[config.mk]
export PLATFORM = sky130hd
export DESIGN_NAME = htm_front
export DESIGN_NICKNAME = d
export VERILOG_FILES = /design/src/sv/htm_pkg.sv /design/src/sv/htm_front.sv
export SDC_FILE = /design/constraint.sdc
export NUM_CORES = 2
export LEC_CHECK = 0
export ABC_AREA = 1
export BUFFER_PORTS_ARGS = -buffer_cell sky130_fd_sc_hd__buf_2
export CORE_ASPECT_RATIO = 1.2
export CORE_UTILIZATION = 35
export DETAILED_ROUTE_END_ITERATION = 7
export HOLD_SLACK_MARGIN = 0.06
export PLACE_DENSITY = 0.65
export REMOVE_ABC_BUFFERS = 1
export SYNTH_ARGS = -nofsm -noshare
export SYNTH_HDL_FRONTEND = slang
export SYNTH_SLANG_ARGS = --single-unit
[constraint.sdc]
create_clock -name clk -period 4.75 [get_ports clk]
set_input_delay 0 -clock clk [delete_from_list [all_inputs] [get_ports clk]]
set_output_delay 0 -clock clk [all_outputs]
set_load 0.05 [all_outputs]
[src/sv/htm_pkg.sv]
`default_nettype none

package htm_pkg;

    // Mesh limits and field widths
    localparam int MAX_CELLS_PER_AXIS = 1024;
    localparam int CNT_W    = $clog2(MAX_CELLS_PER_AXIS + 1);
    localparam int COORD_W  = 10;
    localparam int KIND_W   = 3;
    localparam int NODE_W   = 31;
    localparam int ID_W     = 33;
    localparam int TAG_W    = 8;
    localparam int OWNER_W  = 16;
    localparam int STRIDE_W = $clog2((MAX_CELLS_PER_AXIS + 1) * (MAX_CELLS_PER_AXIS + 1) + 1);
    localparam int AREA_W   = $clog2(MAX_CELLS_PER_AXIS * MAX_CELLS_PER_AXIS + 1);
    localparam int LOC_W    = $clog2(MAX_CELLS_PER_AXIS * MAX_CELLS_PER_AXIS * MAX_CELLS_PER_AXIS);
    localparam int VOL_W    = $clog2(MAX_CELLS_PER_AXIS * MAX_CELLS_PER_AXIS * MAX_CELLS_PER_AXIS + 1);
    localparam int FACEK_W  = $clog2(10 * MAX_CELLS_PER_AXIS * MAX_CELLS_PER_AXIS + 1);

    // Register port
    localparam int ADDR_W = 4;
    localparam int DATA_W = 32;

    // Decoupling queue and settle time of the derived geometry
    localparam int QDEPTH     = 4;
    localparam int QPTR_W     = $clog2(QDEPTH);
    localparam int PEND_W     = $clog2(QDEPTH + 1);
    localparam int CFG_SETTLE = 4;
    localparam int SETTLE_W   = $clog2(CFG_SETTLE + 1);

    // Result sequencing
    localparam int STEP_W = 3;
    localparam logic [STEP_W-1:0] STEP_LAST_CELL = 3'd4;
    localparam logic [STEP_W-1:0] STEP_LAST_FACE = 3'd1;
    localparam logic [2:0]        TETS_PER_CELL  = 3'd5;

    // Boundary tags
    localparam logic [TAG_W-1:0] TAG_CELL   = 8'd0;
    localparam logic [TAG_W-1:0] TAG_BOTTOM = 8'd100;
    localparam logic [TAG_W-1:0] TAG_TOP    = 8'd200;
    localparam logic [TAG_W-1:0] TAG_LEFT   = 8'd1;
    localparam logic [TAG_W-1:0] TAG_RIGHT  = 8'd2;
    localparam logic [TAG_W-1:0] TAG_FRONT  = 8'd10;
    localparam logic [TAG_W-1:0] TAG_BACK   = 8'd20;

    typedef enum logic [KIND_W-1:0] {
        KIND_CELL   = 3'd0,
        KIND_BOTTOM = 3'd1,
        KIND_TOP    = 3'd2,
        KIND_LEFT   = 3'd3,
        KIND_RIGHT  = 3'd4,
        KIND_FRONT  = 3'd5,
        KIND_BACK   = 3'd6
    } kind_t;

    typedef enum logic [1:0] {
        REG_CELLS_X = 2'd0,
        REG_CELLS_Y = 2'd1,
        REG_CELLS_Z = 2'd2,
        REG_OWNER   = 2'd3
    } reg_idx_t;

    // Geometry derived from the cell counts
    typedef struct packed {
        logic [CNT_W-1:0]    nx;
        logic [CNT_W-1:0]    ny;
        logic [CNT_W-1:0]    nz;
        logic [AREA_W-1:0]   nxny;
        logic [STRIDE_W-1:0] s0;
        logic [STRIDE_W-1:0] s1;
        logic [STRIDE_W-1:0] s2;
        logic [STRIDE_W-1:0] s01;
        logic [STRIDE_W-1:0] s02;
        logic [STRIDE_W-1:0] s12;
        logic [STRIDE_W-1:0] s012;
        logic [ID_W-1:0]     off_bottom;
        logic [ID_W-1:0]     off_top;
        logic [ID_W-1:0]     off_left;
        logic [ID_W-1:0]     off_right;
        logic [ID_W-1:0]     off_front;
        logic [ID_W-1:0]     off_back;
    } geom_t;

    // One classified request as handed from front to back
    typedef struct packed {
        kind_t             kind;
        logic              bad;
        logic              even;
        logic [NODE_W-1:0] n;
        logic [ID_W-1:0]   id;
    } job_t;

    typedef logic [2:0]       corner_t;
    typedef logic [3:0][2:0]  corners_t;

    // Corner indices (bit0 first axis, bit1 second, bit2 third) of one result.
    // Slot 3 is node_a. Cell shapes are given in the plain orientation.
    function automatic corners_t corner_set(kind_t kind, logic even,
                                            logic [STEP_W-1:0] step);
        corners_t   cs;
        logic [1:0] sel;
        sel = {even, step[0]};
        cs  = '0;
        case (kind)
            KIND_CELL:
            begin
                case (step)
                    3'd0:    cs = {3'd4, 3'd5, 3'd6, 3'd0};
                    3'd1:    cs = {3'd7, 3'd6, 3'd5, 3'd3};
                    3'd2:    cs = {3'd2, 3'd3, 3'd0, 3'd6};
                    3'd3:    cs = {3'd1, 3'd0, 3'd3, 3'd5};
                    default: cs = {3'd5, 3'd0, 3'd6, 3'd3};
                endcase
            end
            KIND_BOTTOM:
            begin
                case (sel)
                    2'b10:   cs = {3'd0, 3'd3, 3'd1, 3'd0};
                    2'b11:   cs = {3'd0, 3'd2, 3'd3, 3'd0};
                    2'b00:   cs = {3'd0, 3'd2, 3'd1, 3'd0};
                    default: cs = {3'd1, 3'd2, 3'd3, 3'd0};
                endcase
            end
            KIND_TOP:
            begin
                case (sel)
                    2'b10:   cs = {3'd4, 3'd5, 3'd6, 3'd0};
                    2'b11:   cs = {3'd5, 3'd7, 3'd6, 3'd0};
                    2'b00:   cs = {3'd4, 3'd5, 3'd7, 3'd0};
                    default: cs = {3'd4, 3'd7, 3'd6, 3'd0};
                endcase
            end
            KIND_LEFT:
            begin
                case (sel)
                    2'b10:   cs = {3'd0, 3'd4, 3'd6, 3'd0};
                    2'b11:   cs = {3'd0, 3'd6, 3'd2, 3'd0};
                    2'b00:   cs = {3'd0, 3'd4, 3'd2, 3'd0};
                    default: cs = {3'd4, 3'd6, 3'd2, 3'd0};
                endcase
            end
            KIND_RIGHT:
            begin
                case (sel)
                    2'b10:   cs = {3'd1, 3'd3, 3'd5, 3'd0};
                    2'b11:   cs = {3'd3, 3'd7, 3'd5, 3'd0};
                    2'b00:   cs = {3'd1, 3'd7, 3'd5, 3'd0};
                    default: cs = {3'd1, 3'd3, 3'd7, 3'd0};
                endcase
            end
            KIND_FRONT:
            begin
                case (sel)
                    2'b10:   cs = {3'd0, 3'd1, 3'd5, 3'd0};
                    2'b11:   cs = {3'd0, 3'd5, 3'd4, 3'd0};
                    2'b00:   cs = {3'd0, 3'd1, 3'd4, 3'd0};
                    default: cs = {3'd1, 3'd5, 3'd4, 3'd0};
                endcase
            end
            default:
            begin
                case (sel)
                    2'b10:   cs = {3'd2, 3'd6, 3'd3, 3'd0};
                    2'b11:   cs = {3'd6, 3'd7, 3'd3, 3'd0};
                    2'b00:   cs = {3'd2, 3'd6, 3'd7, 3'd0};
                    default: cs = {3'd2, 3'd7, 3'd3, 3'd0};
                endcase
            end
        endcase
        return cs;
    endfunction

    function automatic logic [TAG_W-1:0] tag_of(kind_t kind);
        logic [TAG_W-1:0] t;
        case (kind)
            KIND_BOTTOM: t = TAG_BOTTOM;
            KIND_TOP:    t = TAG_TOP;
            KIND_LEFT:   t = TAG_LEFT;
            KIND_RIGHT:  t = TAG_RIGHT;
            KIND_FRONT:  t = TAG_FRONT;
            KIND_BACK:   t = TAG_BACK;
            default:     t = TAG_CELL;
        endcase
        return t;
    endfunction

endpackage

`default_nettype wire

[src/sv/htm_front.sv]
`default_nettype none

module htm_front (
    input  wire                          clk,
    input  wire                          rst_n,
    input  wire                          req_valid,
    output logic                         req_stall,
    input  wire  [htm_pkg::KIND_W-1:0]   kind,
    input  wire  [htm_pkg::COORD_W-1:0]  cell_x,
    input  wire  [htm_pkg::COORD_W-1:0]  cell_y,
    input  wire  [htm_pkg::COORD_W-1:0]  cell_z,
    input  htm_pkg::geom_t               geom,
    input  wire                          cfg_busy,
    input  wire                          q_pop,
    output logic                         q_push,
    output htm_pkg::job_t                q_job
);
    import htm_pkg::*;

    logic              accept;
    kind_t             kin;
    logic [PEND_W-1:0] pending_reg, pending_next;

    // Decode at the input
    logic               bad0, even0;
    logic [COORD_W-1:0] ex0, ey0, ez0, a0, b0, c0;
    logic [CNT_W-1:0]   m1_0;
    logic [AREA_W-1:0]  m2_0;

    // Stage 1
    logic               v1_reg;
    kind_t              kind1_reg;
    logic               bad1_reg, even1_reg;
    logic [COORD_W-1:0] ex1_reg, ey1_reg, ez1_reg, a1_reg, b1_reg, c1_reg;
    logic [CNT_W-1:0]   m1_1_reg;
    logic [AREA_W-1:0]  m2_1_reg;

    // Stage 2
    logic [STRIDE_W+COORD_W-1:0] prod0, prod1, prod2;
    logic [CNT_W+COORD_W-1:0]    prodq1;
    logic [AREA_W+COORD_W-1:0]   prodq2;
    logic               v2_reg;
    kind_t              kind2_reg;
    logic               bad2_reg, even2_reg;
    logic [NODE_W-1:0]  p0_reg, p1_reg, p2_reg;
    logic [COORD_W-1:0] a2_reg;
    logic [AREA_W-1:0]  q1_reg;
    logic [LOC_W-1:0]   q2_reg;

    // Stage 3
    logic               v3_reg;
    kind_t              kind3_reg;
    logic               bad3_reg, even3_reg;
    logic [NODE_W-1:0]  n3_reg;
    logic [LOC_W-1:0]   loc3_reg;
    logic [ID_W-1:0]    face_off;

    assign kin       = kind_t'(kind);
    assign req_stall = (pending_reg == PEND_W'(QDEPTH)) || cfg_busy;
    assign accept    = req_valid && !req_stall;

    // Count items between accept and pop so the queue never overflows
    always_comb
    begin
        pending_next = pending_reg;
        if (accept && !q_pop)
        begin
            pending_next = pending_reg + PEND_W'(1);
        end
        else if (!accept && q_pop)
        begin
            pending_next = pending_reg - PEND_W'(1);
        end
    end

    // Range check, effective corner coordinates and id operands per kind
    always_comb
    begin
        bad0 = 1'b0;
        ex0  = cell_x;
        ey0  = cell_y;
        ez0  = cell_z;
        a0   = cell_x;
        m1_0 = geom.nx;
        b0   = cell_y;
        m2_0 = '0;
        c0   = '0;
        case (kin)
            KIND_CELL:
            begin
                bad0 = ({1'b0, cell_x} >= geom.nx) || ({1'b0, cell_y} >= geom.ny)
                       || ({1'b0, cell_z} >= geom.nz);
                m2_0 = geom.nxny;
                c0   = cell_z;
            end
            KIND_BOTTOM, KIND_TOP:
            begin
                bad0 = ({1'b0, cell_x} >= geom.nx) || ({1'b0, cell_y} >= geom.ny);
                ez0  = (kin == KIND_TOP) ? COORD_W'(geom.nz - CNT_W'(1)) : '0;
            end
            KIND_LEFT, KIND_RIGHT:
            begin
                bad0 = ({1'b0, cell_y} >= geom.ny) || ({1'b0, cell_z} >= geom.nz);
                ex0  = (kin == KIND_RIGHT) ? COORD_W'(geom.nx - CNT_W'(1)) : '0;
                a0   = cell_y;
                m1_0 = geom.ny;
                b0   = cell_z;
            end
            KIND_FRONT, KIND_BACK:
            begin
                bad0 = ({1'b0, cell_x} >= geom.nx) || ({1'b0, cell_z} >= geom.nz);
                ey0  = (kin == KIND_BACK) ? COORD_W'(geom.ny - CNT_W'(1)) : '0;
                a0   = cell_z;
                m1_0 = geom.nz;
                b0   = cell_x;
            end
            default:
            begin
                bad0 = 1'b1;
            end
        endcase
        even0 = ~(ex0[0] ^ ey0[0] ^ ez0[0]);
    end

    assign prod0  = geom.s0 * ex1_reg;
    assign prod1  = geom.s1 * ey1_reg;
    assign prod2  = geom.s2 * ez1_reg;
    assign prodq1 = m1_1_reg * b1_reg;
    assign prodq2 = m2_1_reg * c1_reg;

    always_ff @(posedge clk or negedge rst_n)
    begin
        if (!rst_n)
        begin
            pending_reg <= '0;
            v1_reg      <= 1'b0;
            v2_reg      <= 1'b0;
            v3_reg      <= 1'b0;
        end
        else
        begin
            pending_reg <= pending_next;
            v1_reg      <= accept;
            v2_reg      <= v1_reg;
            v3_reg      <= v2_reg;
        end
    end

    always_ff @(posedge clk)
    begin
        kind1_reg <= kin;
        bad1_reg  <= bad0;
        even1_reg <= even0;
        ex1_reg   <= ex0;
        ey1_reg   <= ey0;
        ez1_reg   <= ez0;
        a1_reg    <= a0;
        m1_1_reg  <= m1_0;
        b1_reg    <= b0;
        m2_1_reg  <= m2_0;
        c1_reg    <= c0;

        kind2_reg <= kind1_reg;
        bad2_reg  <= bad1_reg;
        even2_reg <= even1_reg;
        p0_reg    <= NODE_W'(prod0);
        p1_reg    <= NODE_W'(prod1);
        p2_reg    <= NODE_W'(prod2);
        a2_reg    <= a1_reg;
        q1_reg    <= prodq1[AREA_W-1:0];
        q2_reg    <= prodq2[LOC_W-1:0];

        kind3_reg <= kind2_reg;
        bad3_reg  <= bad2_reg;
        even3_reg <= even2_reg;
        n3_reg    <= p0_reg + p1_reg + p2_reg;
        loc3_reg  <= LOC_W'(a2_reg) + LOC_W'(q1_reg) + q2_reg;
    end

    always_comb
    begin
        case (kind3_reg)
            KIND_TOP:   face_off = geom.off_top;
            KIND_LEFT:  face_off = geom.off_left;
            KIND_RIGHT: face_off = geom.off_right;
            KIND_FRONT: face_off = geom.off_front;
            KIND_BACK:  face_off = geom.off_back;
            default:    face_off = geom.off_bottom;
        endcase
    end

    // Five tetrahedra per cell, two triangles per face square
    always_comb
    begin
        q_job.kind = kind3_reg;
        q_job.bad  = bad3_reg;
        q_job.even = even3_reg;
        q_job.n    = n3_reg;
        if (kind3_reg == KIND_CELL)
        begin
            q_job.id = (ID_W'(loc3_reg) << 2) + ID_W'(loc3_reg);
        end
        else
        begin
            q_job.id = face_off + (ID_W'(loc3_reg) << 1);
        end
    end

    assign q_push = v3_reg;

endmodule

`default_nettype wire

==> out/results.ini <==
[place]
place.gp.congestion = 1.01
dp_hpwl_mm = 143
io_buffers = 423

[global_route]
use_met2 = 0.389
grt_pass1_vias = 47625
use_met3 = 0.0276
overflow = 0
antenna_found_initial = 17
grt_pass1_wl_mm = 264
use_met1 = 0.314
grt.busiest_layer = met2
grt_use_total = 0.232
grt_max_degree = 36

[detailed_routing]
drc = 0
viasPerCell = 4.93
drt-wirelength-per-cell_um = 18.1
via_count = 47142
drt_first_pass_iters = 8
postRouteAntennaNets = 0
wl_mm = 173
drtIter0Drc = 3656

[yosys]
ys_seq_area_frac = 0.132
async_flop_share = 0.0183
synth_seq_cells = 328
netlist_area_um2 = 50100
avgSynthCellArea_um2 = 7.31
synth.distinct_cells = 54
yosysWarningCount = 0
synth_edf_count = 0
synth_cells = 6855
synth-main-ff-cell = dfxtp_1

[sta]
fin_hold_ws_ns = 0.113
finClkSkew_ns = 0.0493
max_freq_mhz = 209
drv_slew = 0
worst_pin_slew_ns = 1.03
post-route-period-util = 1.01
rsz0062_at_grt = yes
setup_viol = 5
setup_ws_ns = -0.0360
relSlewSlack = 0.314
final.min_clock_period_ns = 4.79
final_hold_viol_count = 0

[floorplan]
dieWidth_um = 347
die_h_um = 416
rows = 151
core_um2 = 142000
io_pins = 508
die_area_um2 = 145000
start_util = 0.354

[critical_path]
cp_num_cells = 22
worstPathCellList = buf_12 > clkbuf_16 > buf_6 > nand2_4 > fa_1 > inv_2 > fa_1 > fa_1 > fa_1 > inv_2 > fa_1 > inv_2 > ha_4 > nand2_4 > inv_4 > nand2_4 > nor3_4 > nand4_1 > nand3_4 > a21oi_2 > nand2_1 > nand2_2
critical_path_class = flop to flop
slowest_stage = fa_1
path_delay_family = adder cells
endpoint = p0_reg[29]
required_ns = 5.27
arrival_ns = 5.31
startpoint_type = flop
r2r_start = ex1_reg[3]
rr_worst_depth = 22
cp.buffers_inverters = 7
r2r_end = p0_reg[29]
slowest_delay_ns = 0.56
cp-end-kind = flop
path_common_cell = fa_1
crit_path_start = ex1_reg[3]
r2r_slack_ns = -0.04
path_max_fanout = 5

[power]
powerDensity_nw_per_um2 = 806
p_leak_nw = 35.4
power_mw = 50.7
vdd_drop_max_uv = 674

[cts]
numCtsBuffers = 43
htreeDepth = 2
clk_latency_ns = 0.64
cts.clk_slew.worst_paths_ns = 0.07
clkSinkCount = 328
cts_tree = yes
clockRootBuffer = clkbuf_16
clk_path_buf_depth = 3

[run_status]
violations = setup timing
outcome = finished with violations

[job]
max_cap_violations = 0

[hold_path]
hold_path.class = primary input to flop

[layout]
mostFrequentLayoutCell = nand2_1
drive_above_1_share = 0.186
syn2layout_area_growth_pct = 25.4
most-common-layout-cells = nand2_1, inv_1, fa_1
nNetsFinal = 9300

layout make-up:
class,count,area (um2)
clock inverters,29,390
fillers,13971,78700
clock buffers,51,1180
inverters,1579,5930
flip-flops and latches,328,6680
well taps,1836,2300
repair buffers,1011,7630
multi-input cells,4716,38700
diodes,8,20.0
synthesized netlist by cell type (all sizes together), types with 4 or more instances:
library cell / instances / area (um2)
nand2: 1818 / 6840
inv: 1578 / 5920
fa: 714 / 14300
ha: 470 / 5880
nor2: 380 / 1450
a21oi: 326 / 1640
dfxtp: 322 / 6450
o21ai: 232 / 1210
nand3: 213 / 1080
clkbuf: 196 / 736
xor2: 129 / 1130
nand4: 75 / 469
xnor2: 55 / 482
nor3: 53 / 280
a31oi: 39 / 244
buf: 38 / 190
o221ai: 32 / 280
a21o: 31 / 233
a221oi: 31 / 272
nand3b: 21 / 158
o22ai: 21 / 138
o21bai: 18 / 135
a21boi: 15 / 139
nor4: 10 / 62.6
o21a: 7 / 52.6
dfrtp: 6 / 150
or2: 5 / 31.3
o211ai: 4 / 30.0
routing by layer:
metal / up-vias / routed length [um]
li1: 22511 / -
met1: 22837 / 76100
met2: 1502 / 81500
met3: 278 / 10500
met4: 14 / 5060
met5: - / 75
metrics by stage:
stage / utilization / TNS (ns) / setup WS [ns] / cell area, um2 / instances
6_report: 0.444 / -0.0848 / -0.0360 / 62800 / 9558
5_1_grt: 0.444 / -3.04 / -0.168 / 62800 / 9553
2_1_floorplan: - / 0 / 0.0405 / 49200 / 6621
3_5_place_dp: 0.403 / -8.00 / -0.348 / 57000 / 9269
3_3_place_gp: 0.403 / -5.02 / -0.266 / 57000 / 9268
4_1_cts: 0.426 / -0.0849 / -0.0460 / 60300 / 9498
worst min path at each step:
stage / startpoint / endpoint / slack, ns / cells past startpoint
4_1_cts: geom[306] / p1_reg[3] / 0.07 / 5
6_report: kind[2] / kind1_reg[2] / 0.11 / 2
3_3_place_gp: rst_n / pending_reg[0] / -0.17 / 1
3_5_place_dp: rst_n / pending_reg[0] / -0.17 / 1
2_1_floorplan: rst_n / pending_reg[0] / -0.30 / 0
5_1_grt: kind[2] / kind1_reg[2] / 0.1 / 2
kinds of logic (layout without fill, tap and decap cells):
logic type	Yosys count	count (layout)	share of synthesized area
and+or+nand+nor	2580	2581	0.208
buffers and inverters	1813	2670	0.137
adders and majority gates	1184	1184	0.403
AOI/OAI and AO/OA	766	767	0.0889
DFF	328	328	0.132
xor gates and xnor gates	184	184	0.0322
other	0	8	0
report_power, final:
group          total [mW]  internal [mW]  switching, mW
logic                42.2           17.2           25.0
clock network        3.62           2.06           1.56
registers            4.84           3.98          0.859
total                50.7           23.3           27.4
repair_timing:
action                                  in CTS  in global routing
endpoints found under the setup margin      67                107
endpoints found under the hold margin      114                  0
gates resized for setup                     77                503
cloned                                       0                 13
pin swaps                                   20                172
hold buffers                               146                  0
buffers inserted                             3                 39
Power figures use the tool's default switching activity.
