File: src/sv/htm_pkg.sv
`default_nettype none

package htm_pkg;

    // Mesh limits and field widths
    localparam int MAX_CELLS_PER_AXIS = 1024;
    localparam int CNT_W    = $clog2(MAX_CELLS_PER_AXIS + 1);
    localparam int COORD_W  = 10;
    localparam int KIND_W   = 3;
    localparam int NODE_W   = 31;
    localparam int ID_W     = 33;
    localparam int TAG_W    = 8;
    localparam int OWNER_W  = 16;
    localparam int STRIDE_W = $clog2((MAX_CELLS_PER_AXIS + 1) * (MAX_CELLS_PER_AXIS + 1) + 1);
    localparam int AREA_W   = $clog2(MAX_CELLS_PER_AXIS * MAX_CELLS_PER_AXIS + 1);
    localparam int LOC_W    = $clog2(MAX_CELLS_PER_AXIS * MAX_CELLS_PER_AXIS * MAX_CELLS_PER_AXIS);
    localparam int VOL_W    = $clog2(MAX_CELLS_PER_AXIS * MAX_CELLS_PER_AXIS * MAX_CELLS_PER_AXIS + 1);
    localparam int FACEK_W  = $clog2(10 * MAX_CELLS_PER_AXIS * MAX_CELLS_PER_AXIS + 1);

    // Register port
    localparam int ADDR_W = 4;
    localparam int DATA_W = 32;

    // Decoupling queue and settle time of the derived geometry
    localparam int QDEPTH     = 4;
    localparam int QPTR_W     = $clog2(QDEPTH);
    localparam int PEND_W     = $clog2(QDEPTH + 1);
    localparam int CFG_SETTLE = 4;
    localparam int SETTLE_W   = $clog2(CFG_SETTLE + 1);

    // Result sequencing
    localparam int STEP_W = 3;
    localparam logic [STEP_W-1:0] STEP_LAST_CELL = 3'd4;
    localparam logic [STEP_W-1:0] STEP_LAST_FACE = 3'd1;
    localparam logic [2:0]        TETS_PER_CELL  = 3'd5;

    // Boundary tags
    localparam logic [TAG_W-1:0] TAG_CELL   = 8'd0;
    localparam logic [TAG_W-1:0] TAG_BOTTOM = 8'd100;
    localparam logic [TAG_W-1:0] TAG_TOP    = 8'd200;
    localparam logic [TAG_W-1:0] TAG_LEFT   = 8'd1;
    localparam logic [TAG_W-1:0] TAG_RIGHT  = 8'd2;
    localparam logic [TAG_W-1:0] TAG_FRONT  = 8'd10;
    localparam logic [TAG_W-1:0] TAG_BACK   = 8'd20;

    typedef enum logic [KIND_W-1:0] {
        KIND_CELL   = 3'd0,
        KIND_BOTTOM = 3'd1,
        KIND_TOP    = 3'd2,
        KIND_LEFT   = 3'd3,
        KIND_RIGHT  = 3'd4,
        KIND_FRONT  = 3'd5,
        KIND_BACK   = 3'd6
    } kind_t;

    typedef enum logic [1:0] {
        REG_CELLS_X = 2'd0,
        REG_CELLS_Y = 2'd1,
        REG_CELLS_Z = 2'd2,
        REG_OWNER   = 2'd3
    } reg_idx_t;

    // Geometry derived from the cell counts
    typedef struct packed {
        logic [CNT_W-1:0]    nx;
        logic [CNT_W-1:0]    ny;
        logic [CNT_W-1:0]    nz;
        logic [AREA_W-1:0]   nxny;
        logic [STRIDE_W-1:0] s0;
        logic [STRIDE_W-1:0] s1;
        logic [STRIDE_W-1:0] s2;
        logic [STRIDE_W-1:0] s01;
        logic [STRIDE_W-1:0] s02;
        logic [STRIDE_W-1:0] s12;
        logic [STRIDE_W-1:0] s012;
        logic [ID_W-1:0]     off_bottom;
        logic [ID_W-1:0]     off_top;
        logic [ID_W-1:0]     off_left;
        logic [ID_W-1:0]     off_right;
        logic [ID_W-1:0]     off_front;
        logic [ID_W-1:0]     off_back;
    } geom_t;

    // One classified request as handed from front to back
    typedef struct packed {
        kind_t             kind;
        logic              bad;
        logic              even;
        logic [NODE_W-1:0] n;
        logic [ID_W-1:0]   id;
    } job_t;

    typedef logic [2:0]       corner_t;
    typedef logic [3:0][2:0]  corners_t;

    // Corner indices (bit0 first axis, bit1 second, bit2 third) of one result.
    // Slot 3 is node_a. Cell shapes are given in the plain orientation.
    function automatic corners_t corner_set(kind_t kind, logic even,
                                            logic [STEP_W-1:0] step);
        corners_t   cs;
        logic [1:0] sel;
        sel = {even, step[0]};
        cs  = '0;
        case (kind)
            KIND_CELL:
            begin
                case (step)
                    3'd0:    cs = {3'd4, 3'd5, 3'd6, 3'd0};
                    3'd1:    cs = {3'd7, 3'd6, 3'd5, 3'd3};
                    3'd2:    cs = {3'd2, 3'd3, 3'd0, 3'd6};
                    3'd3:    cs = {3'd1, 3'd0, 3'd3, 3'd5};
                    default: cs = {3'd5, 3'd0, 3'd6, 3'd3};
                endcase
            end
            KIND_BOTTOM:
            begin
                case (sel)
                    2'b10:   cs = {3'd0, 3'd3, 3'd1, 3'd0};
                    2'b11:   cs = {3'd0, 3'd2, 3'd3, 3'd0};
                    2'b00:   cs = {3'd0, 3'd2, 3'd1, 3'd0};
                    default: cs = {3'd1, 3'd2, 3'd3, 3'd0};
                endcase
            end
            KIND_TOP:
            begin
                case (sel)
                    2'b10:   cs = {3'd4, 3'd5, 3'd6, 3'd0};
                    2'b11:   cs = {3'd5, 3'd7, 3'd6, 3'd0};
                    2'b00:   cs = {3'd4, 3'd5, 3'd7, 3'd0};
                    default: cs = {3'd4, 3'd7, 3'd6, 3'd0};
                endcase
            end
            KIND_LEFT:
            begin
                case (sel)
                    2'b10:   cs = {3'd0, 3'd4, 3'd6, 3'd0};
                    2'b11:   cs = {3'd0, 3'd6, 3'd2, 3'd0};
                    2'b00:   cs = {3'd0, 3'd4, 3'd2, 3'd0};
                    default: cs = {3'd4, 3'd6, 3'd2, 3'd0};
                endcase
            end
            KIND_RIGHT:
            begin
                case (sel)
                    2'b10:   cs = {3'd1, 3'd3, 3'd5, 3'd0};
                    2'b11:   cs = {3'd3, 3'd7, 3'd5, 3'd0};
                    2'b00:   cs = {3'd1, 3'd7, 3'd5, 3'd0};
                    default: cs = {3'd1, 3'd3, 3'd7, 3'd0};
                endcase
            end
            KIND_FRONT:
            begin
                case (sel)
                    2'b10:   cs = {3'd0, 3'd1, 3'd5, 3'd0};
                    2'b11:   cs = {3'd0, 3'd5, 3'd4, 3'd0};
                    2'b00:   cs = {3'd0, 3'd1, 3'd4, 3'd0};
                    default: cs = {3'd1, 3'd5, 3'd4, 3'd0};
                endcase
            end
            default:
            begin
                case (sel)
                    2'b10:   cs = {3'd2, 3'd6, 3'd3, 3'd0};
                    2'b11:   cs = {3'd6, 3'd7, 3'd3, 3'd0};
                    2'b00:   cs = {3'd2, 3'd6, 3'd7, 3'd0};
                    default: cs = {3'd2, 3'd7, 3'd3, 3'd0};
                endcase
            end
        endcase
        return cs;
    endfunction

    function automatic logic [TAG_W-1:0] tag_of(kind_t kind);
        logic [TAG_W-1:0] t;
        case (kind)
            KIND_BOTTOM: t = TAG_BOTTOM;
            KIND_TOP:    t = TAG_TOP;
            KIND_LEFT:   t = TAG_LEFT;
            KIND_RIGHT:  t = TAG_RIGHT;
            KIND_FRONT:  t = TAG_FRONT;
            KIND_BACK:   t = TAG_BACK;
            default:     t = TAG_CELL;
        endcase
        return t;
    endfunction

endpackage

`default_nettype wire

File: src/sv/htm_queue.sv
`default_nettype none

module htm_queue (
    input  wire            clk,
    input  wire            rst_n,
    input  wire            push,
    input  htm_pkg::job_t  wdata,
    input  wire            pop,
    output htm_pkg::job_t  head,
    output logic           empty
);
    import htm_pkg::*;

    job_t              entry_reg [QDEPTH];
    logic [QPTR_W-1:0] wptr_reg, rptr_reg;
    logic [PEND_W-1:0] count_reg, count_next;

    // Upstream credit keeps push away from a full queue
    always_comb
    begin
        count_next = count_reg;
        if (push && !pop)
        begin
            count_next = count_reg + PEND_W'(1);
        end
        else if (!push && pop)
        begin
            count_next = count_reg - PEND_W'(1);
        end
    end

    always_ff @(posedge clk or negedge rst_n)
    begin
        if (!rst_n)
        begin
            wptr_reg  <= '0;
            rptr_reg  <= '0;
            count_reg <= '0;
        end
        else
        begin
            if (push)
            begin
                wptr_reg <= wptr_reg + QPTR_W'(1);
            end
            if (pop)
            begin
                rptr_reg <= rptr_reg + QPTR_W'(1);
            end
            count_reg <= count_next;
        end
    end

    always_ff @(posedge clk)
    begin
        if (push)
        begin
            entry_reg[wptr_reg] <= wdata;
        end
    end

    assign head  = entry_reg[rptr_reg];
    assign empty = (count_reg == '0);

endmodule

`default_nettype wire

File: config.mk
export PLATFORM = sky130hd
export DESIGN_NAME = htm_queue
export DESIGN_NICKNAME = d
export VERILOG_FILES = /design/src/sv/htm_pkg.sv /design/src/sv/htm_queue.sv
export SDC_FILE = /design/constraint.sdc
export NUM_CORES = 1
export LEC_CHECK = 0
export BUFFER_PORTS_ARGS = -buffer_cell sky130_fd_sc_hd__clkbuf_2
export CORE_MARGIN = 5
export CORE_UTILIZATION = 43
export CTS_CLUSTER_SIZE = 20
export DETAILED_ROUTE_END_ITERATION = 10
export REMOVE_ABC_BUFFERS = 1
export SLEW_MARGIN = 20
export SYNTH_ARGS = -nofsm -noshare
export SYNTH_HDL_FRONTEND = slang
export SYNTH_SLANG_ARGS = --single-unit
export TNS_END_PERCENT = 20
File: constraint.sdc
create_clock -name clk -period 4.7 [get_ports clk]
set_clock_uncertainty 0.1 [all_clocks]
set_input_delay 0.94 -clock clk [delete_from_list [all_inputs] [get_ports clk]]
set_output_delay 0.94 -clock clk [all_outputs]
set_load 0.01 [all_outputs]
==> results of run 1 <==
cell type report:
type                            count  area share [%]
Sequential cell                   283           67.97
Multi-Input combinational cell     91           14.13
Inverter                            4          0.1205
Timing Repair Buffer              150           6.867
Clock inverter                     20           1.807
Clock buffer                       30           5.853
Tap cell                          324           3.253
power breakdown:
group          internal (uW)  switching, uW  leakage, uW
Combinational           1010           1040      0.00122
Clock                   1390            879     0.000466
Sequential              3300            266      0.00262
layout by cell type (no fill, tap or decap), drive strengths merged, types with 2 or more instances in the layout:
| cell | count |
|---|---|
| and2 | 4 |
| xnor2 | 2 |
| buf | 8 |
| ha | 5 |
| bufinv | 5 |
| xor2 | 4 |
| inv | 4 |
| clkinv | 14 |
| nand2 | 2 |
| dfrtp | 7 |
| clkbuf | 172 |
| edfxtp | 276 |
| mux4 | 69 |
metrics by stage:
| stage | instance area [sq um] | total power, uW | setup slack (ns) | util (%) |
|---|---|---|---|---|
| floorplan | 10230 | 4887 | 0.1346 | - |
| global placement | 11380 | 5649 | 1.653 | 47.23 |
| detailed placement | 11510 | 5748 | 1.645 | 47.74 |
| CTS | 12460 | 8034 | 1.079 | 51.70 |
| global route | 12460 | 8290 | 0.9588 | 51.70 |
| finish | 12460 | 7881 | 1.159 | 51.70 |
worst max-delay path, stage by stage (launching register included):
cell	delay (ns)
dfrtp_4	0.55
buf_4	0.60
mux4_2	0.63
clkbuf_2	0.15
metal layers:
metal	track usage [%]	up-vias	share of wire [%]	routed length, um
li1	-	2028	-	-
met2	23.22	132	50	9466
met3	3.742	25	6.5	1220
met1	17.72	2392	42	7832
met4	2.834	2	1.2	231
met5	0	-	0.037	7
worst paths after layout:
kind	slack, ns	cells after the start	startpoint	endpoint
max	1.16	3	rptr_reg[0]	head[56]
min	0.15	1	rst_n	count_reg[0]
max reg2reg	2.75	5	wptr_reg[0]	entry_reg[0][7]
min reg2reg	0.37	1	count_reg[2]	count_reg[2]
max in group asynchronous	4.14	1	rst_n	rptr_reg[1]
min in group clk	0.37	1	count_reg[2]	count_reg[2]
kinds of logic after synthesis:
group | after synthesis | share of synthesized area, %
DFF | 283 | 81.23
buffers and inverters | 20 | 1.969
adders and majority gates | 6 | 0.7926
AOI/OAI and AO/OA | 1 | 0.04799
and+or+nand+nor | 8 | 0.3962
xor gates and xnor gates | 6 | 0.5044
muxes | 70 | 15.06
==> results.tsv, run 1 <==
stage	metric	value	unit
job	drv_cap	0	
routing	dr.pass1.iters	4	
synth	synthTopCellsByArea	edfxtp_1, mux4_2, dfrtp_1, buf_12, ha_1	
routing	wl_per_cell	20.80	um
run_status	outcome	completed	
placed_design	place_congestion	0.6672	
cts	cts_sinks	283	
grt	grt_overflow	0	
routing	via_per_inst	5.076	
final_layout	nets	637	
cts	cts_tree	built	
synth	async_flop_share	2.473	%
synth	synth-main-ff-cell	edfxtp_1	
synth	synth_seq_cells	283	
cts	cts.clk_slew.worst_paths	0.06	ns
grt	track_usage	13.59	%
sta	period_share	75.34	%
synth	synth_edf_count	276	
cts	cts_hold_buf	0	
final_layout	antenna_cells	0	
final_layout	largest_reg_flops	276	
cts	clock_latency	0.52	ns
synth	synth_area	10420	sq um
sta	max_freq	282.4	MHz
pwr	powerDensity	632.4	nW/um^2
setup_path	crit_fanout	33	
cts	clock-root-buffer	clkbuf_16	
cts	postCtsSetupBuffers	0	
synth	ys_warn_count	0	
setup_path	path_class	register to output port	
sta	slew_viol_final	0	
die	rows	57	
synth	synth.most_common_cell	edfxtp_1	
sta	setup_tns	0	ns
sta	min_period	3.541	ns
pwr	peakVddDrop	332.0	uV
die	die_area	27440	sq um
routing	drtIter0Drc	290	
sta	setup_viol	0	
die	io_pins	143	
sta	maxSlewHeadroom	26.33	%
synth	synthCells	394	
synth	syn_avg_cell_area	26.44	sq um
grt	grt_pass1_wl	29510	um
sta	worst-slew-pin-transition	1.105	ns
synth	synth_top_cell_area_share	79.55	%
grt	antenna_found_initial	1	
sta	final-hold-violation-count	0	
setup_path	start_kind	register	
routing	wl	18760	um
cts	cts_max_level	1	
pwr	leakagePower	0.004297	uW
die	die_h	165.7	um
synth	yosys.area.top_type	edfxtp_1	
die	die-width	165.7	um
cts	clockBufferDepth	3	
setup_path	cp_data_arrival_time	2.50	ns
routing	drc	0	
final_layout	layout-drive-gt1-share	46.02	%
hold_path	hold_class	input pin to asynchronous set/reset pin	
cts	cts_buffers	28	
placed_design	dpl.hpwl	11240	um
synth	ys_types	19	
placed_design	numPortBuffers	142	
final_layout	n_fill_cell	1954	
setup_path	worstPathRequired	3.66	ns
cts	post_cts_resized	0	
grt	grt_pass1_vias	5121	
synth	synthTopCellsByCount	edfxtp_1, mux4_2, buf_12, buf_2, dfrtp_1	
final_layout	area_delta_synth_final	19.61	%
die	design.core.area	24110	sq um
final_layout	multiInputGateArea	1760	sq um
synth	yosysSeqAreaShare	81.23	%
sta	timing.hold.ws	0.1483	ns
routing	ant_nets	0	
routing	vias	4579	
final_layout	seqCellArea	8471	sq um
setup_path	crit_path_end_kind	output port	
placed_design	placed_cells	852	
grt	grt_start_max_net_pins	71	
final_layout	final_cells	902	
die	start_util	43.22	%
sta	rsz0062_at_grt	no	
(Power assumes the default switching activity.)
==> run 2: changes to the inputs <==
- clock period: 4.7 -> 3.2 ns (I/O delays scaled with it)
==> results.tsv, run 2 (synthesized netlist as in run 1, its figures left out) <==
stage	metric	value	unit	change
cts	cts_buffers	30		was 28
final_layout	largest_reg_flops	276		unchanged
sta	slew_viol_final	0		unchanged
die	die_h	165.7	um	unchanged
setup_path	worstPathRequired	2.46	ns	was 3.66 ns
cts	cts_sinks	283		unchanged
cts	cts_tree	built		unchanged
setup_path	cpLargestDelayFamily	flip-flops		was buffers and inverters
setup_path	critPathLaunch	rptr_reg[1]		was rptr_reg[0]
setup_path	rr_startpoint	wptr_reg[0]		unchanged
routing	wl_per_cell	21.38	um	was 20.80 um
pwr	leakagePower	0.004332	uW	was 0.004297 uW
routing	drc	0		unchanged
setup_path	r2r_setup_slack	1.23	ns	was 2.75 ns
placed_design	place_congestion	0.6764		was 0.6672
cts	cts_hold_buf	1		was 0
setup_path	crit_path_end_kind	output port		unchanged
sta	setup_tns	0	ns	unchanged
pwr	power.internal	8421	uW	was 5699 uW
die	io_pins	143		unchanged
pwr	peakVddDrop	481.4	uV	was 332.0 uV
cts	clockBufferDepth	3		unchanged
placed_design	numPortBuffers	142		unchanged
final_layout	layout-drive-gt1-share	46.59	%	was 46.02%
setup_path	path_depth	3		unchanged
job	drv_cap	0		unchanged
cts	postCtsSetupBuffers	0		unchanged
setup_path	path_class	register to output port		unchanged
final_layout	mostFrequentLayoutCell	edfxtp_1		unchanged
die	die_area	27440	sq um	unchanged
grt	track_usage	14.24	%	was 13.59%
setup_path	slowest_stage	dfrtp_4		was mux4_2
cts	cts_max_level	1		unchanged
setup_path	cp_data_arrival_time	2.16	ns	was 2.50 ns
setup_path	slowest_delay	0.69	ns	was 0.63 ns
routing	drtIter0Drc	257		was 290
setup_path	cp_cell_sequence	buf_4, mux4_2, clkbuf_2		unchanged
hold_path	hold_class	input pin to register		was input pin to asynchronous set/reset pin
die	start_util	43.22	%	unchanged
cts	cts.clk_slew.worst_paths	0.06	ns	about the same
pwr	sequentialPowerShare	43.7	%	was 45.3%
routing	ant_nets	0		unchanged
grt	grt_overflow	0		unchanged
sta	timing.hold.ws	0.2204	ns	was 0.1483 ns
final_layout	nets	644		was 637
pwr	clockPowerShare	29.0	%	was 28.8%
sta	timing.final.ws_setup	0.2962	ns	was 1.159 ns
die	rows	57		unchanged
setup_path	r2r_cells	4		was 5
routing	dr.pass1.iters	4		unchanged
sta	rsz0062_at_grt	no		unchanged
sta	max_freq	344.4	MHz	
cts	post_cts_resized	0		unchanged
run_status	outcome	completed		unchanged
setup_path	worst-path-buf-inv	2		unchanged
placed_design	pre_cts_ws	0.8002	ns	was 1.645 ns
sta	worst-slew-pin-transition	0.5979	ns	was 1.105 ns
pwr	switchingPower	3267	uW	was 2182 uW
final_layout	most-common-layout-cells	edfxtp_1, clkbuf_2, mux4_2		unchanged
setup_path	start_kind	register		unchanged
cts	clock_latency	0.53	ns	was 0.52 ns
pwr	sw_frac_of_total	27.95	%	was 27.68%
pwr	power_frac_comb	27.4	%	was 26.0%
routing	via_per_inst	5.047		was 5.076
routing	vias	4593		was 4579
final_layout	n_fill_cell	1948		was 1954
die	die-width	165.7	um	unchanged
grt	grt_pass1_vias	5267		was 5121
grt	grt_start_max_net_pins	55		was 71
sta	period_share	90.75	%	
setup_path	critical_path.endpoint	head[19]		was head[56]
cts	clock-root-buffer	clkbuf_16		unchanged
pwr	powerDensity	933.5	nW/um^2	was 632.4 nW/um^2
placed_design	dpl.hpwl	12020	um	was 11240 um
sta	maxSlewHeadroom	60.14	%	was 26.33%
setup_path	crit_fanout	26		was 33
final_layout	area_delta_synth_final	20.18	%	was 19.61%
routing	wl	19450	um	was 18760 um
sta	final-hold-violation-count	0		unchanged
grt	antenna_found_initial	1		unchanged
die	design.core.area	24110	sq um	unchanged
final_layout	antenna_cells	0		unchanged
setup_path	reg2reg_to	entry_reg[0][34]		was entry_reg[0][7]
sta	setup_viol	0		unchanged
sta	min_period	2.904	ns	
grt	grt_pass1_wl	30770	um	was 29510 um
==> run 2: worst min path at each step <==
stage | start | endpoint | slack, ns | cells past startpoint
finish | wdata[35] | entry_reg[1][35] | 0.22 | 1
floorplan | rst_n | count_reg[0] | 0.24 | 0
detailed placement | rst_n | wptr_reg[0] | 0.40 | 1
global placement | count_reg[2] | count_reg[2] | 0.36 | 1
CTS | wdata[35] | entry_reg[1][35] | 0.19 | 1
global route | wdata[8] | entry_reg[2][8] | 0.20 | 1
==> run 2: power groups by stage <==
stage	Clock (uW)	Sequential (uW)	Combinational, uW
4_1_cts	3480	5120	3330
3_5_place_dp	0	5190	3320
5_1_grt	3660	5170	3480
2_1_floorplan	0	5380	1800
6_report	3390	5100	3200
3_3_place_gp	0	5140	3300
==> run 2: metrics by stage <==
stage	std cells	cell area [sq um]	util (%)	power (uW)
floorplan	378	10230	-	7178
finish	910	12520	51.94	11690
global route	910	12520	51.94	12310
detailed placement	856	11530	47.82	8513
global placement	856	11530	47.82	8442
CTS	910	12520	51.94	11930
==> run 2: layout make-up <==
cell class	instances	area (sq um)	area share [%]
clock inverters	20	200.2	1.599
inverters	4	15.01	0.1199
well taps	324	405.4	3.238
clock buffers	33	783.3	6.256
flip-flops and latches	283	8471	67.65
multi-input cells	91	1760	14.06
repair buffers	155	885.9	7.075
==> run 2: per-layer routing <==
metal	GRT usage [%]	vias to the layer above	share of wire, %
li1	-	2032	-
met4	3.013	2	1.8
met1	18.98	2405	41
met3	3.646	33	5.9
met2	24.04	121	51
met5	0	-	0.10
==> run 2: worst register-to-register path, cell delays in order (launching register included) <==
cell     delay, ns
dfrtp_1       0.42
inv_1         0.10
ha_1          0.14
and2_4        0.53
buf_4         0.35
