### config.mk
export PLATFORM = sky130hd
export DESIGN_NAME = htm_cfg
export DESIGN_NICKNAME = d
export VERILOG_FILES = /design/src/sv/htm_pkg.sv /design/src/sv/htm_cfg.sv
export SDC_FILE = /design/constraint.sdc
export NUM_CORES = 2
export LEC_CHECK = 0
export ABC_AREA = 1
export BUFFER_PORTS_ARGS = -buffer_cell sky130_fd_sc_hd__buf_2
export CORE_MARGIN = 2
export CORE_UTILIZATION = 33
export CTS_CLUSTER_DIAMETER = 40
export DETAILED_ROUTE_END_ITERATION = 16
export GPL_TIMING_DRIVEN = 0
export SLEW_MARGIN = 30
export SYNTH_ARGS = -nofsm -noshare
export SYNTH_HDL_FRONTEND = slang
export SYNTH_SLANG_ARGS = --single-unit
### constraint.sdc
create_clock -name clk -period 6.65 [get_ports clk]
set_input_delay 0.3325 -clock clk [delete_from_list [all_inputs] [get_ports clk]]
set_output_delay 0.3325 -clock clk [all_outputs]
set_load 0.1 [all_outputs]
### src/sv/htm_pkg.sv
`default_nettype none

package htm_pkg;

    // Mesh limits and field widths
    localparam int MAX_CELLS_PER_AXIS = 1024;
    localparam int CNT_W    = $clog2(MAX_CELLS_PER_AXIS + 1);
    localparam int COORD_W  = 10;
    localparam int KIND_W   = 3;
    localparam int NODE_W   = 31;
    localparam int ID_W     = 33;
    localparam int TAG_W    = 8;
    localparam int OWNER_W  = 16;
    localparam int STRIDE_W = $clog2((MAX_CELLS_PER_AXIS + 1) * (MAX_CELLS_PER_AXIS + 1) + 1);
    localparam int AREA_W   = $clog2(MAX_CELLS_PER_AXIS * MAX_CELLS_PER_AXIS + 1);
    localparam int LOC_W    = $clog2(MAX_CELLS_PER_AXIS * MAX_CELLS_PER_AXIS * MAX_CELLS_PER_AXIS);
    localparam int VOL_W    = $clog2(MAX_CELLS_PER_AXIS * MAX_CELLS_PER_AXIS * MAX_CELLS_PER_AXIS + 1);
    localparam int FACEK_W  = $clog2(10 * MAX_CELLS_PER_AXIS * MAX_CELLS_PER_AXIS + 1);

    // Register port
    localparam int ADDR_W = 4;
    localparam int DATA_W = 32;

    // Decoupling queue and settle time of the derived geometry
    localparam int QDEPTH     = 4;
    localparam int QPTR_W     = $clog2(QDEPTH);
    localparam int PEND_W     = $clog2(QDEPTH + 1);
    localparam int CFG_SETTLE = 4;
    localparam int SETTLE_W   = $clog2(CFG_SETTLE + 1);

    // Result sequencing
    localparam int STEP_W = 3;
    localparam logic [STEP_W-1:0] STEP_LAST_CELL = 3'd4;
    localparam logic [STEP_W-1:0] STEP_LAST_FACE = 3'd1;
    localparam logic [2:0]        TETS_PER_CELL  = 3'd5;

    // Boundary tags
    localparam logic [TAG_W-1:0] TAG_CELL   = 8'd0;
    localparam logic [TAG_W-1:0] TAG_BOTTOM = 8'd100;
    localparam logic [TAG_W-1:0] TAG_TOP    = 8'd200;
    localparam logic [TAG_W-1:0] TAG_LEFT   = 8'd1;
    localparam logic [TAG_W-1:0] TAG_RIGHT  = 8'd2;
    localparam logic [TAG_W-1:0] TAG_FRONT  = 8'd10;
    localparam logic [TAG_W-1:0] TAG_BACK   = 8'd20;

    typedef enum logic [KIND_W-1:0] {
        KIND_CELL   = 3'd0,
        KIND_BOTTOM = 3'd1,
        KIND_TOP    = 3'd2,
        KIND_LEFT   = 3'd3,
        KIND_RIGHT  = 3'd4,
        KIND_FRONT  = 3'd5,
        KIND_BACK   = 3'd6
    } kind_t;

    typedef enum logic [1:0] {
        REG_CELLS_X = 2'd0,
        REG_CELLS_Y = 2'd1,
        REG_CELLS_Z = 2'd2,
        REG_OWNER   = 2'd3
    } reg_idx_t;

    // Geometry derived from the cell counts
    typedef struct packed {
        logic [CNT_W-1:0]    nx;
        logic [CNT_W-1:0]    ny;
        logic [CNT_W-1:0]    nz;
        logic [AREA_W-1:0]   nxny;
        logic [STRIDE_W-1:0] s0;
        logic [STRIDE_W-1:0] s1;
        logic [STRIDE_W-1:0] s2;
        logic [STRIDE_W-1:0] s01;
        logic [STRIDE_W-1:0] s02;
        logic [STRIDE_W-1:0] s12;
        logic [STRIDE_W-1:0] s012;
        logic [ID_W-1:0]     off_bottom;
        logic [ID_W-1:0]     off_top;
        logic [ID_W-1:0]     off_left;
        logic [ID_W-1:0]     off_right;
        logic [ID_W-1:0]     off_front;
        logic [ID_W-1:0]     off_back;
    } geom_t;

    // One classified request as handed from front to back
    typedef struct packed {
        kind_t             kind;
        logic              bad;
        logic              even;
        logic [NODE_W-1:0] n;
        logic [ID_W-1:0]   id;
    } job_t;

    typedef logic [2:0]       corner_t;
    typedef logic [3:0][2:0]  corners_t;

    // Corner indices (bit0 first axis, bit1 second, bit2 third) of one result.
    // Slot 3 is node_a. Cell shapes are given in the plain orientation.
    function automatic corners_t corner_set(kind_t kind, logic even,
                                            logic [STEP_W-1:0] step);
        corners_t   cs;
        logic [1:0] sel;
        sel = {even, step[0]};
        cs  = '0;
        case (kind)
            KIND_CELL:
            begin
                case (step)
                    3'd0:    cs = {3'd4, 3'd5, 3'd6, 3'd0};
                    3'd1:    cs = {3'd7, 3'd6, 3'd5, 3'd3};
                    3'd2:    cs = {3'd2, 3'd3, 3'd0, 3'd6};
                    3'd3:    cs = {3'd1, 3'd0, 3'd3, 3'd5};
                    default: cs = {3'd5, 3'd0, 3'd6, 3'd3};
                endcase
            end
            KIND_BOTTOM:
            begin
                case (sel)
                    2'b10:   cs = {3'd0, 3'd3, 3'd1, 3'd0};
                    2'b11:   cs = {3'd0, 3'd2, 3'd3, 3'd0};
                    2'b00:   cs = {3'd0, 3'd2, 3'd1, 3'd0};
                    default: cs = {3'd1, 3'd2, 3'd3, 3'd0};
                endcase
            end
            KIND_TOP:
            begin
                case (sel)
                    2'b10:   cs = {3'd4, 3'd5, 3'd6, 3'd0};
                    2'b11:   cs = {3'd5, 3'd7, 3'd6, 3'd0};
                    2'b00:   cs = {3'd4, 3'd5, 3'd7, 3'd0};
                    default: cs = {3'd4, 3'd7, 3'd6, 3'd0};
                endcase
            end
            KIND_LEFT:
            begin
                case (sel)
                    2'b10:   cs = {3'd0, 3'd4, 3'd6, 3'd0};
                    2'b11:   cs = {3'd0, 3'd6, 3'd2, 3'd0};
                    2'b00:   cs = {3'd0, 3'd4, 3'd2, 3'd0};
                    default: cs = {3'd4, 3'd6, 3'd2, 3'd0};
                endcase
            end
            KIND_RIGHT:
            begin
                case (sel)
                    2'b10:   cs = {3'd1, 3'd3, 3'd5, 3'd0};
                    2'b11:   cs = {3'd3, 3'd7, 3'd5, 3'd0};
                    2'b00:   cs = {3'd1, 3'd7, 3'd5, 3'd0};
                    default: cs = {3'd1, 3'd3, 3'd7, 3'd0};
                endcase
            end
            KIND_FRONT:
            begin
                case (sel)
                    2'b10:   cs = {3'd0, 3'd1, 3'd5, 3'd0};
                    2'b11:   cs = {3'd0, 3'd5, 3'd4, 3'd0};
                    2'b00:   cs = {3'd0, 3'd1, 3'd4, 3'd0};
                    default: cs = {3'd1, 3'd5, 3'd4, 3'd0};
                endcase
            end
            default:
            begin
                case (sel)
                    2'b10:   cs = {3'd2, 3'd6, 3'd3, 3'd0};
                    2'b11:   cs = {3'd6, 3'd7, 3'd3, 3'd0};
                    2'b00:   cs = {3'd2, 3'd6, 3'd7, 3'd0};
                    default: cs = {3'd2, 3'd7, 3'd3, 3'd0};
                endcase
            end
        endcase
        return cs;
    endfunction

    function automatic logic [TAG_W-1:0] tag_of(kind_t kind);
        logic [TAG_W-1:0] t;
        case (kind)
            KIND_BOTTOM: t = TAG_BOTTOM;
            KIND_TOP:    t = TAG_TOP;
            KIND_LEFT:   t = TAG_LEFT;
            KIND_RIGHT:  t = TAG_RIGHT;
            KIND_FRONT:  t = TAG_FRONT;
            KIND_BACK:   t = TAG_BACK;
            default:     t = TAG_CELL;
        endcase
        return t;
    endfunction

endpackage

`default_nettype wire

### src/sv/htm_cfg.sv
`default_nettype none

module htm_cfg (
    input  wire                          clk,
    input  wire                          rst_n,
    input  wire                          psel,
    input  wire                          penable,
    input  wire                          pwrite,
    input  wire  [htm_pkg::ADDR_W-1:0]   paddr,
    input  wire  [htm_pkg::DATA_W-1:0]   pwdata,
    output logic [htm_pkg::DATA_W-1:0]   prdata,
    output logic                         pready,
    output htm_pkg::geom_t               geom,
    output logic [htm_pkg::OWNER_W-1:0]  owner_rank,
    output logic                         busy
);
    import htm_pkg::*;

    logic [CNT_W-1:0]    cells_x_reg, cells_x_next;
    logic [CNT_W-1:0]    cells_y_reg, cells_y_next;
    logic [CNT_W-1:0]    cells_z_reg, cells_z_next;
    logic [OWNER_W-1:0]  owner_reg, owner_next;
    logic [SETTLE_W-1:0] settle_reg, settle_next;

    logic                wr;
    reg_idx_t            widx;
    logic [CNT_W-1:0]    wcount;

    // Stage 1: pairwise products
    logic [2*CNT_W-1:0]  nxny_p, nynz_p, nxnz_p, n0n1_p, n0n2_p, n1n2_p;
    logic [CNT_W-1:0]    n0, n1, n2;
    logic [AREA_W-1:0]   nxny_reg, nynz_reg, nxnz_reg;
    logic [STRIDE_W-1:0] n0n1_reg, n0n2_reg, n1n2_reg;
    // Stage 2: strides and volume
    logic [STRIDE_W-1:0] s0_reg, s1_reg, s2_reg;
    logic [STRIDE_W-1:0] s0_next, s1_next, s2_next;
    logic [AREA_W+CNT_W-1:0] vol_p;
    logic [VOL_W-1:0]    vol_reg;
    // Stage 3: stride sums, tetrahedron count, face block sizes
    logic [STRIDE_W-1:0] s01_reg, s02_reg, s12_reg, s012_reg;
    logic [ID_W-1:0]     base_reg;
    logic [FACEK_W-1:0]  k_top_reg, k_left_reg, k_right_reg, k_front_reg, k_back_reg;
    // Stage 4: face id offsets
    logic [ID_W-1:0]     off_top_reg, off_left_reg, off_right_reg;
    logic [ID_W-1:0]     off_front_reg, off_back_reg;

    assign wr     = psel && penable && pwrite;
    assign widx   = reg_idx_t'(paddr[ADDR_W-1:2]);
    assign pready = 1'b1;

    // Clamp a written count into 1..MAX_CELLS_PER_AXIS
    always_comb
    begin
        wcount = pwdata[CNT_W-1:0];
        if (wcount == '0)
        begin
            wcount = CNT_W'(1);
        end
        else if (wcount > CNT_W'(MAX_CELLS_PER_AXIS))
        begin
            wcount = CNT_W'(MAX_CELLS_PER_AXIS);
        end
    end

    always_comb
    begin
        cells_x_next = cells_x_reg;
        cells_y_next = cells_y_reg;
        cells_z_next = cells_z_reg;
        owner_next   = owner_reg;
        settle_next  = (settle_reg != '0) ? settle_reg - SETTLE_W'(1) : settle_reg;
        if (wr)
        begin
            settle_next = SETTLE_W'(CFG_SETTLE);
            case (widx)
                REG_CELLS_X: cells_x_next = wcount;
                REG_CELLS_Y: cells_y_next = wcount;
                REG_CELLS_Z: cells_z_next = wcount;
                REG_OWNER:   owner_next   = pwdata[OWNER_W-1:0];
                default:     owner_next   = owner_reg;
            endcase
        end
    end

    always_ff @(posedge clk or negedge rst_n)
    begin
        if (!rst_n)
        begin
            cells_x_reg <= CNT_W'(1);
            cells_y_reg <= CNT_W'(1);
            cells_z_reg <= CNT_W'(1);
            owner_reg   <= '0;
            settle_reg  <= SETTLE_W'(CFG_SETTLE);
        end
        else
        begin
            cells_x_reg <= cells_x_next;
            cells_y_reg <= cells_y_next;
            cells_z_reg <= cells_z_next;
            owner_reg   <= owner_next;
            settle_reg  <= settle_next;
        end
    end

    always_comb
    begin
        case (widx)
            REG_CELLS_X: prdata = DATA_W'(cells_x_reg);
            REG_CELLS_Y: prdata = DATA_W'(cells_y_reg);
            REG_CELLS_Z: prdata = DATA_W'(cells_z_reg);
            REG_OWNER:   prdata = DATA_W'(owner_reg);
            default:     prdata = '0;
        endcase
    end

    assign n0 = cells_x_reg + CNT_W'(1);
    assign n1 = cells_y_reg + CNT_W'(1);
    assign n2 = cells_z_reg + CNT_W'(1);

    assign nxny_p = cells_x_reg * cells_y_reg;
    assign nynz_p = cells_y_reg * cells_z_reg;
    assign nxnz_p = cells_x_reg * cells_z_reg;
    assign n0n1_p = n0 * n1;
    assign n0n2_p = n0 * n2;
    assign n1n2_p = n1 * n2;

    // The axis with the most nodes goes outermost; ties favor the third axis
    always_comb
    begin
        if (cells_z_reg >= cells_x_reg && cells_z_reg >= cells_y_reg)
        begin
            s0_next = STRIDE_W'(1);
            s1_next = STRIDE_W'(n0);
            s2_next = n0n1_reg;
        end
        else if (cells_y_reg >= cells_x_reg && cells_y_reg >= cells_z_reg)
        begin
            s0_next = STRIDE_W'(n2);
            s1_next = n0n2_reg;
            s2_next = STRIDE_W'(1);
        end
        else
        begin
            s0_next = n1n2_reg;
            s1_next = STRIDE_W'(1);
            s2_next = STRIDE_W'(n1);
        end
    end

    assign vol_p = nxny_reg * cells_z_reg;

    always_ff @(posedge clk)
    begin
        nxny_reg <= nxny_p[AREA_W-1:0];
        nynz_reg <= nynz_p[AREA_W-1:0];
        nxnz_reg <= nxnz_p[AREA_W-1:0];
        n0n1_reg <= n0n1_p[STRIDE_W-1:0];
        n0n2_reg <= n0n2_p[STRIDE_W-1:0];
        n1n2_reg <= n1n2_p[STRIDE_W-1:0];

        s0_reg  <= s0_next;
        s1_reg  <= s1_next;
        s2_reg  <= s2_next;
        vol_reg <= vol_p[VOL_W-1:0];

        s01_reg     <= s0_reg + s1_reg;
        s02_reg     <= s0_reg + s2_reg;
        s12_reg     <= s1_reg + s2_reg;
        s012_reg    <= s0_reg + s1_reg + s2_reg;
        base_reg    <= (ID_W'(vol_reg) << 2) + ID_W'(vol_reg);
        k_top_reg   <= FACEK_W'(nxny_reg) << 1;
        k_left_reg  <= FACEK_W'(nxny_reg) << 2;
        k_right_reg <= (FACEK_W'(nxny_reg) << 2) + (FACEK_W'(nynz_reg) << 1);
        k_front_reg <= (FACEK_W'(nxny_reg) << 2) + (FACEK_W'(nynz_reg) << 2);
        k_back_reg  <= (FACEK_W'(nxny_reg) << 2) + (FACEK_W'(nynz_reg) << 2)
                       + (FACEK_W'(nxnz_reg) << 1);

        off_top_reg   <= base_reg + ID_W'(k_top_reg);
        off_left_reg  <= base_reg + ID_W'(k_left_reg);
        off_right_reg <= base_reg + ID_W'(k_right_reg);
        off_front_reg <= base_reg + ID_W'(k_front_reg);
        off_back_reg  <= base_reg + ID_W'(k_back_reg);
    end

    always_comb
    begin
        geom.nx         = cells_x_reg;
        geom.ny         = cells_y_reg;
        geom.nz         = cells_z_reg;
        geom.nxny       = nxny_reg;
        geom.s0         = s0_reg;
        geom.s1         = s1_reg;
        geom.s2         = s2_reg;
        geom.s01        = s01_reg;
        geom.s02        = s02_reg;
        geom.s12        = s12_reg;
        geom.s012       = s012_reg;
        geom.off_bottom = base_reg;
        geom.off_top    = off_top_reg;
        geom.off_left   = off_left_reg;
        geom.off_right  = off_right_reg;
        geom.off_front  = off_front_reg;
        geom.off_back   = off_back_reg;
    end

    assign owner_rank = owner_reg;
    assign busy       = (settle_reg != '0);

endmodule

`default_nettype wire

==> flow_summary.toml <==
[status]
status = "complete, no violations"

[die]
dieArea_sq_um = 199700
core_sq_um = 195000
die_x_um = 446.9
start_util_pct = 33.19
die_y_um = 446.9
io_pins = 490
num_rows = 162

[critical_path]
worstReg2RegEnd = "n1n2_reg[20]"
worstPathMaxFanout = 10
rrSetupSlack_ps = 170
critPathKind = "flip-flop to flip-flop"
reg2regPathDepth = 24
r2r_start = "cells_y_reg[0]"
crit_path_end_kind = "flip-flop"
worstPathArrival_ps = 7110
crit_required_ps = 7280
start_kind = "flip-flop"

[placed_design]
dpl.hpwl_um = 198800
place_congestion = 0.9572
dpl-instance-area_sq_um = 70340
port-buffer-count = 454

[hold_path]
hold_end = "settle_reg[2]"
min_from = "penable"
whs_path_depth = 3
min_path_type = "primary input to flip-flop"

[logic_synthesis]
ys_seq_area_share_pct = 20.14
synth_top_area_share_pct = 20.29
async_reset_ff_share_pct = 8.150
ys_ff_latch = 638
synth_mux_area_share_pct = 0.05220
yosysUniqueCellTypes = 58
synth_top_family_by_area = "adder cells"
yosys-top-cells-area = "fa_1 (20%), dfxtp_1 (18%), ha_1 (15%)"
syn-cell-area_sq_um = 64720
yosys.area_share.adder_pct = 35.04
synth.largest_area_cell = "fa_1"
synth_cells = 8439
ys_warn_count = 0
synth_compound_area_share_pct = 8.759
synthFlopType = "dfxtp_1"
synth_simple_gate_area_share_pct = 19.63
synth_edf_count = 0
syn_area_per_cell_sq_um = 7.669
synth-xor-area-share_pct = 5.573

[cts]
clk_pin_slew_ps = 60
cts.sinks = 638
cts_tree = "done"
htree_levels = 3
clock_latency_ps = 790
root_buffer = "clkbuf_16"
clock_path_buffers = 3
cts-buffers-inserted = 107

[route]
drt-vias-per-instance = 4.954
first_pass_iters = 6
antenna_left = 0
wl_per_cell_um = 20.34
routed-via-count = 58270
drc = 0
wirelength_um = 239300
detail_route.iter0.violations = 4487

[sta]
fin_crit_sh_pct = 97.47
finClkSkew_ps = 79.48
rsz0062_at_grt = "no"
max_freq_ghz = 0.1543
worst_slew_pin_slew_ps = 1021
setup_viol = 0
setup_tns_ps = 0
slew_viol_final = 0
slew_headroom_pct = 31.90
layout_min_cycle_time_ps = 6481
hold_viol_final = 0

[final_layout]
nFillCells = 20430
drive_gt1_share_pct = 9.030
fin_area_sq_um = 74730
layout_commonest_cell = "nand2_1"
syn_to_final_growth_pct = 15.46
finalNetCount = 10500
layout_common_cells = "nand2_1 (1968), inv_1 (1560), ha_1 (761)"

[global_routing]
grt_usage_pct = 23.62
grt_pass1_vias = 58100
antenna_found_initial = 10
grt_max_degree = 53
grt_pass1_wl_um = 356600
overflow = 0

[run]
maxCapViolations = 0
final cells by class:
class                           count  area [sq um]  area share [%]
Antenna cell                        3         7.507         0.01005
Buffer                            227          1086           1.453
Clock buffer                      123          2838           3.797
Clock inverter                     80          1146           1.534
Inverter                         1577          5933           7.939
Multi-Input combinational cell   6009         44840           60.01
Sequential cell                   638         13050           17.47
Tap cell                         2624          3283           4.393
Timing Repair Buffer              482          2540           3.399
worst max path at each step:
stage / startpoint / endpoint / slack (ps) / cells after the start
2_1_floorplan: cells_x_reg[1] / n0n2_reg[14] / 470 / 26
3_3_place_gp: cells_x_reg[0] / n0n1_reg[17] / -350 / 26
3_5_place_dp: cells_x_reg[0] / n0n2_reg[14] / -310 / 26
4_1_cts: cells_x_reg[0] / n0n1_reg[17] / 2 / 26
5_1_grt: cells_y_reg[0] / n1n2_reg[20] / 7 / 24
6_report: cells_y_reg[0] / n1n2_reg[20] / 170 / 24
kinds of logic after synthesis:
kind of cell | after synthesis
buf+inv | 1807
flops | 638
mux | 3
xor+xnor | 408
simple gates | 3145
other cells | 2
fa+ha+maj | 1419
compound gates | 1017
worst max-delay path: stages, from the launching register on:
cell	delay (ps)
dfstp_4	780
ha_1	270
nand3_1	220
nor4_1	340
or2_2	180
nand2_1	60
inv_1	140
buf_2	300
nand2_1	120
fa_1	520
inv_1	60
fa_1	480
fa_1	470
fa_1	510
inv_1	50
fa_1	480
inv_1	70
ha_1	390
nand2_1	100
nor3_1	300
nand4_1	150
nand3_1	170
inv_1	50
nand2_1	60
nand2_1	80
metrics by stage:
step,utilization [%],worst slack (ps),hold slack [ps],cells
2_1_floorplan,-,470.4,36.91,8454
3_3_place_gp,36.07,-346.2,315.1,11530
3_5_place_dp,36.07,-314.9,313.2,11530
4_1_cts,38.23,2.408,44.92,11750
5_1_grt,38.32,6.969,143.9,11760
6_report,38.32,168.5,97.70,11760
repair_timing:
| action | CTS | global route |
|---|---|---|
| pin swaps | 0 | 2 |
| setup buffers | 1 | 10 |
| resized for setup | 14 | 44 |
| hold buffers | 17 | 0 |
| hold endpoints to repair | 96 | 0 |
| endpoints found under the setup margin | 23 | 28 |
cell usage after synthesis (35+ instances only):
cell / n
xnor2_1: 109
nand4_1: 73
a31oi_1: 48
ha_1: 763
dfrtp_1: 48
nand3_1: 326
o21bai_1: 48
a21o_1: 65
xor2_1: 296
buf_4: 35
fa_1: 656
nor3_1: 42
nand2_1: 1970
a21oi_1: 454
inv_1: 1560
nor2_1: 653
dfxtp_1: 586
buf_2: 43
clkbuf_1: 141
o21ai_0: 304
routing by layer:
metal	track usage (%)	part of all wire, %
met1	31.88	44
met4	10.91	5.0
met2	36.61	43
met5	0	0.0092
met3	4.203	7.7
Power is left out: the tool's default activity adds up to more than one toggle a clock period on the data nets, which glitch-free logic cannot reach.
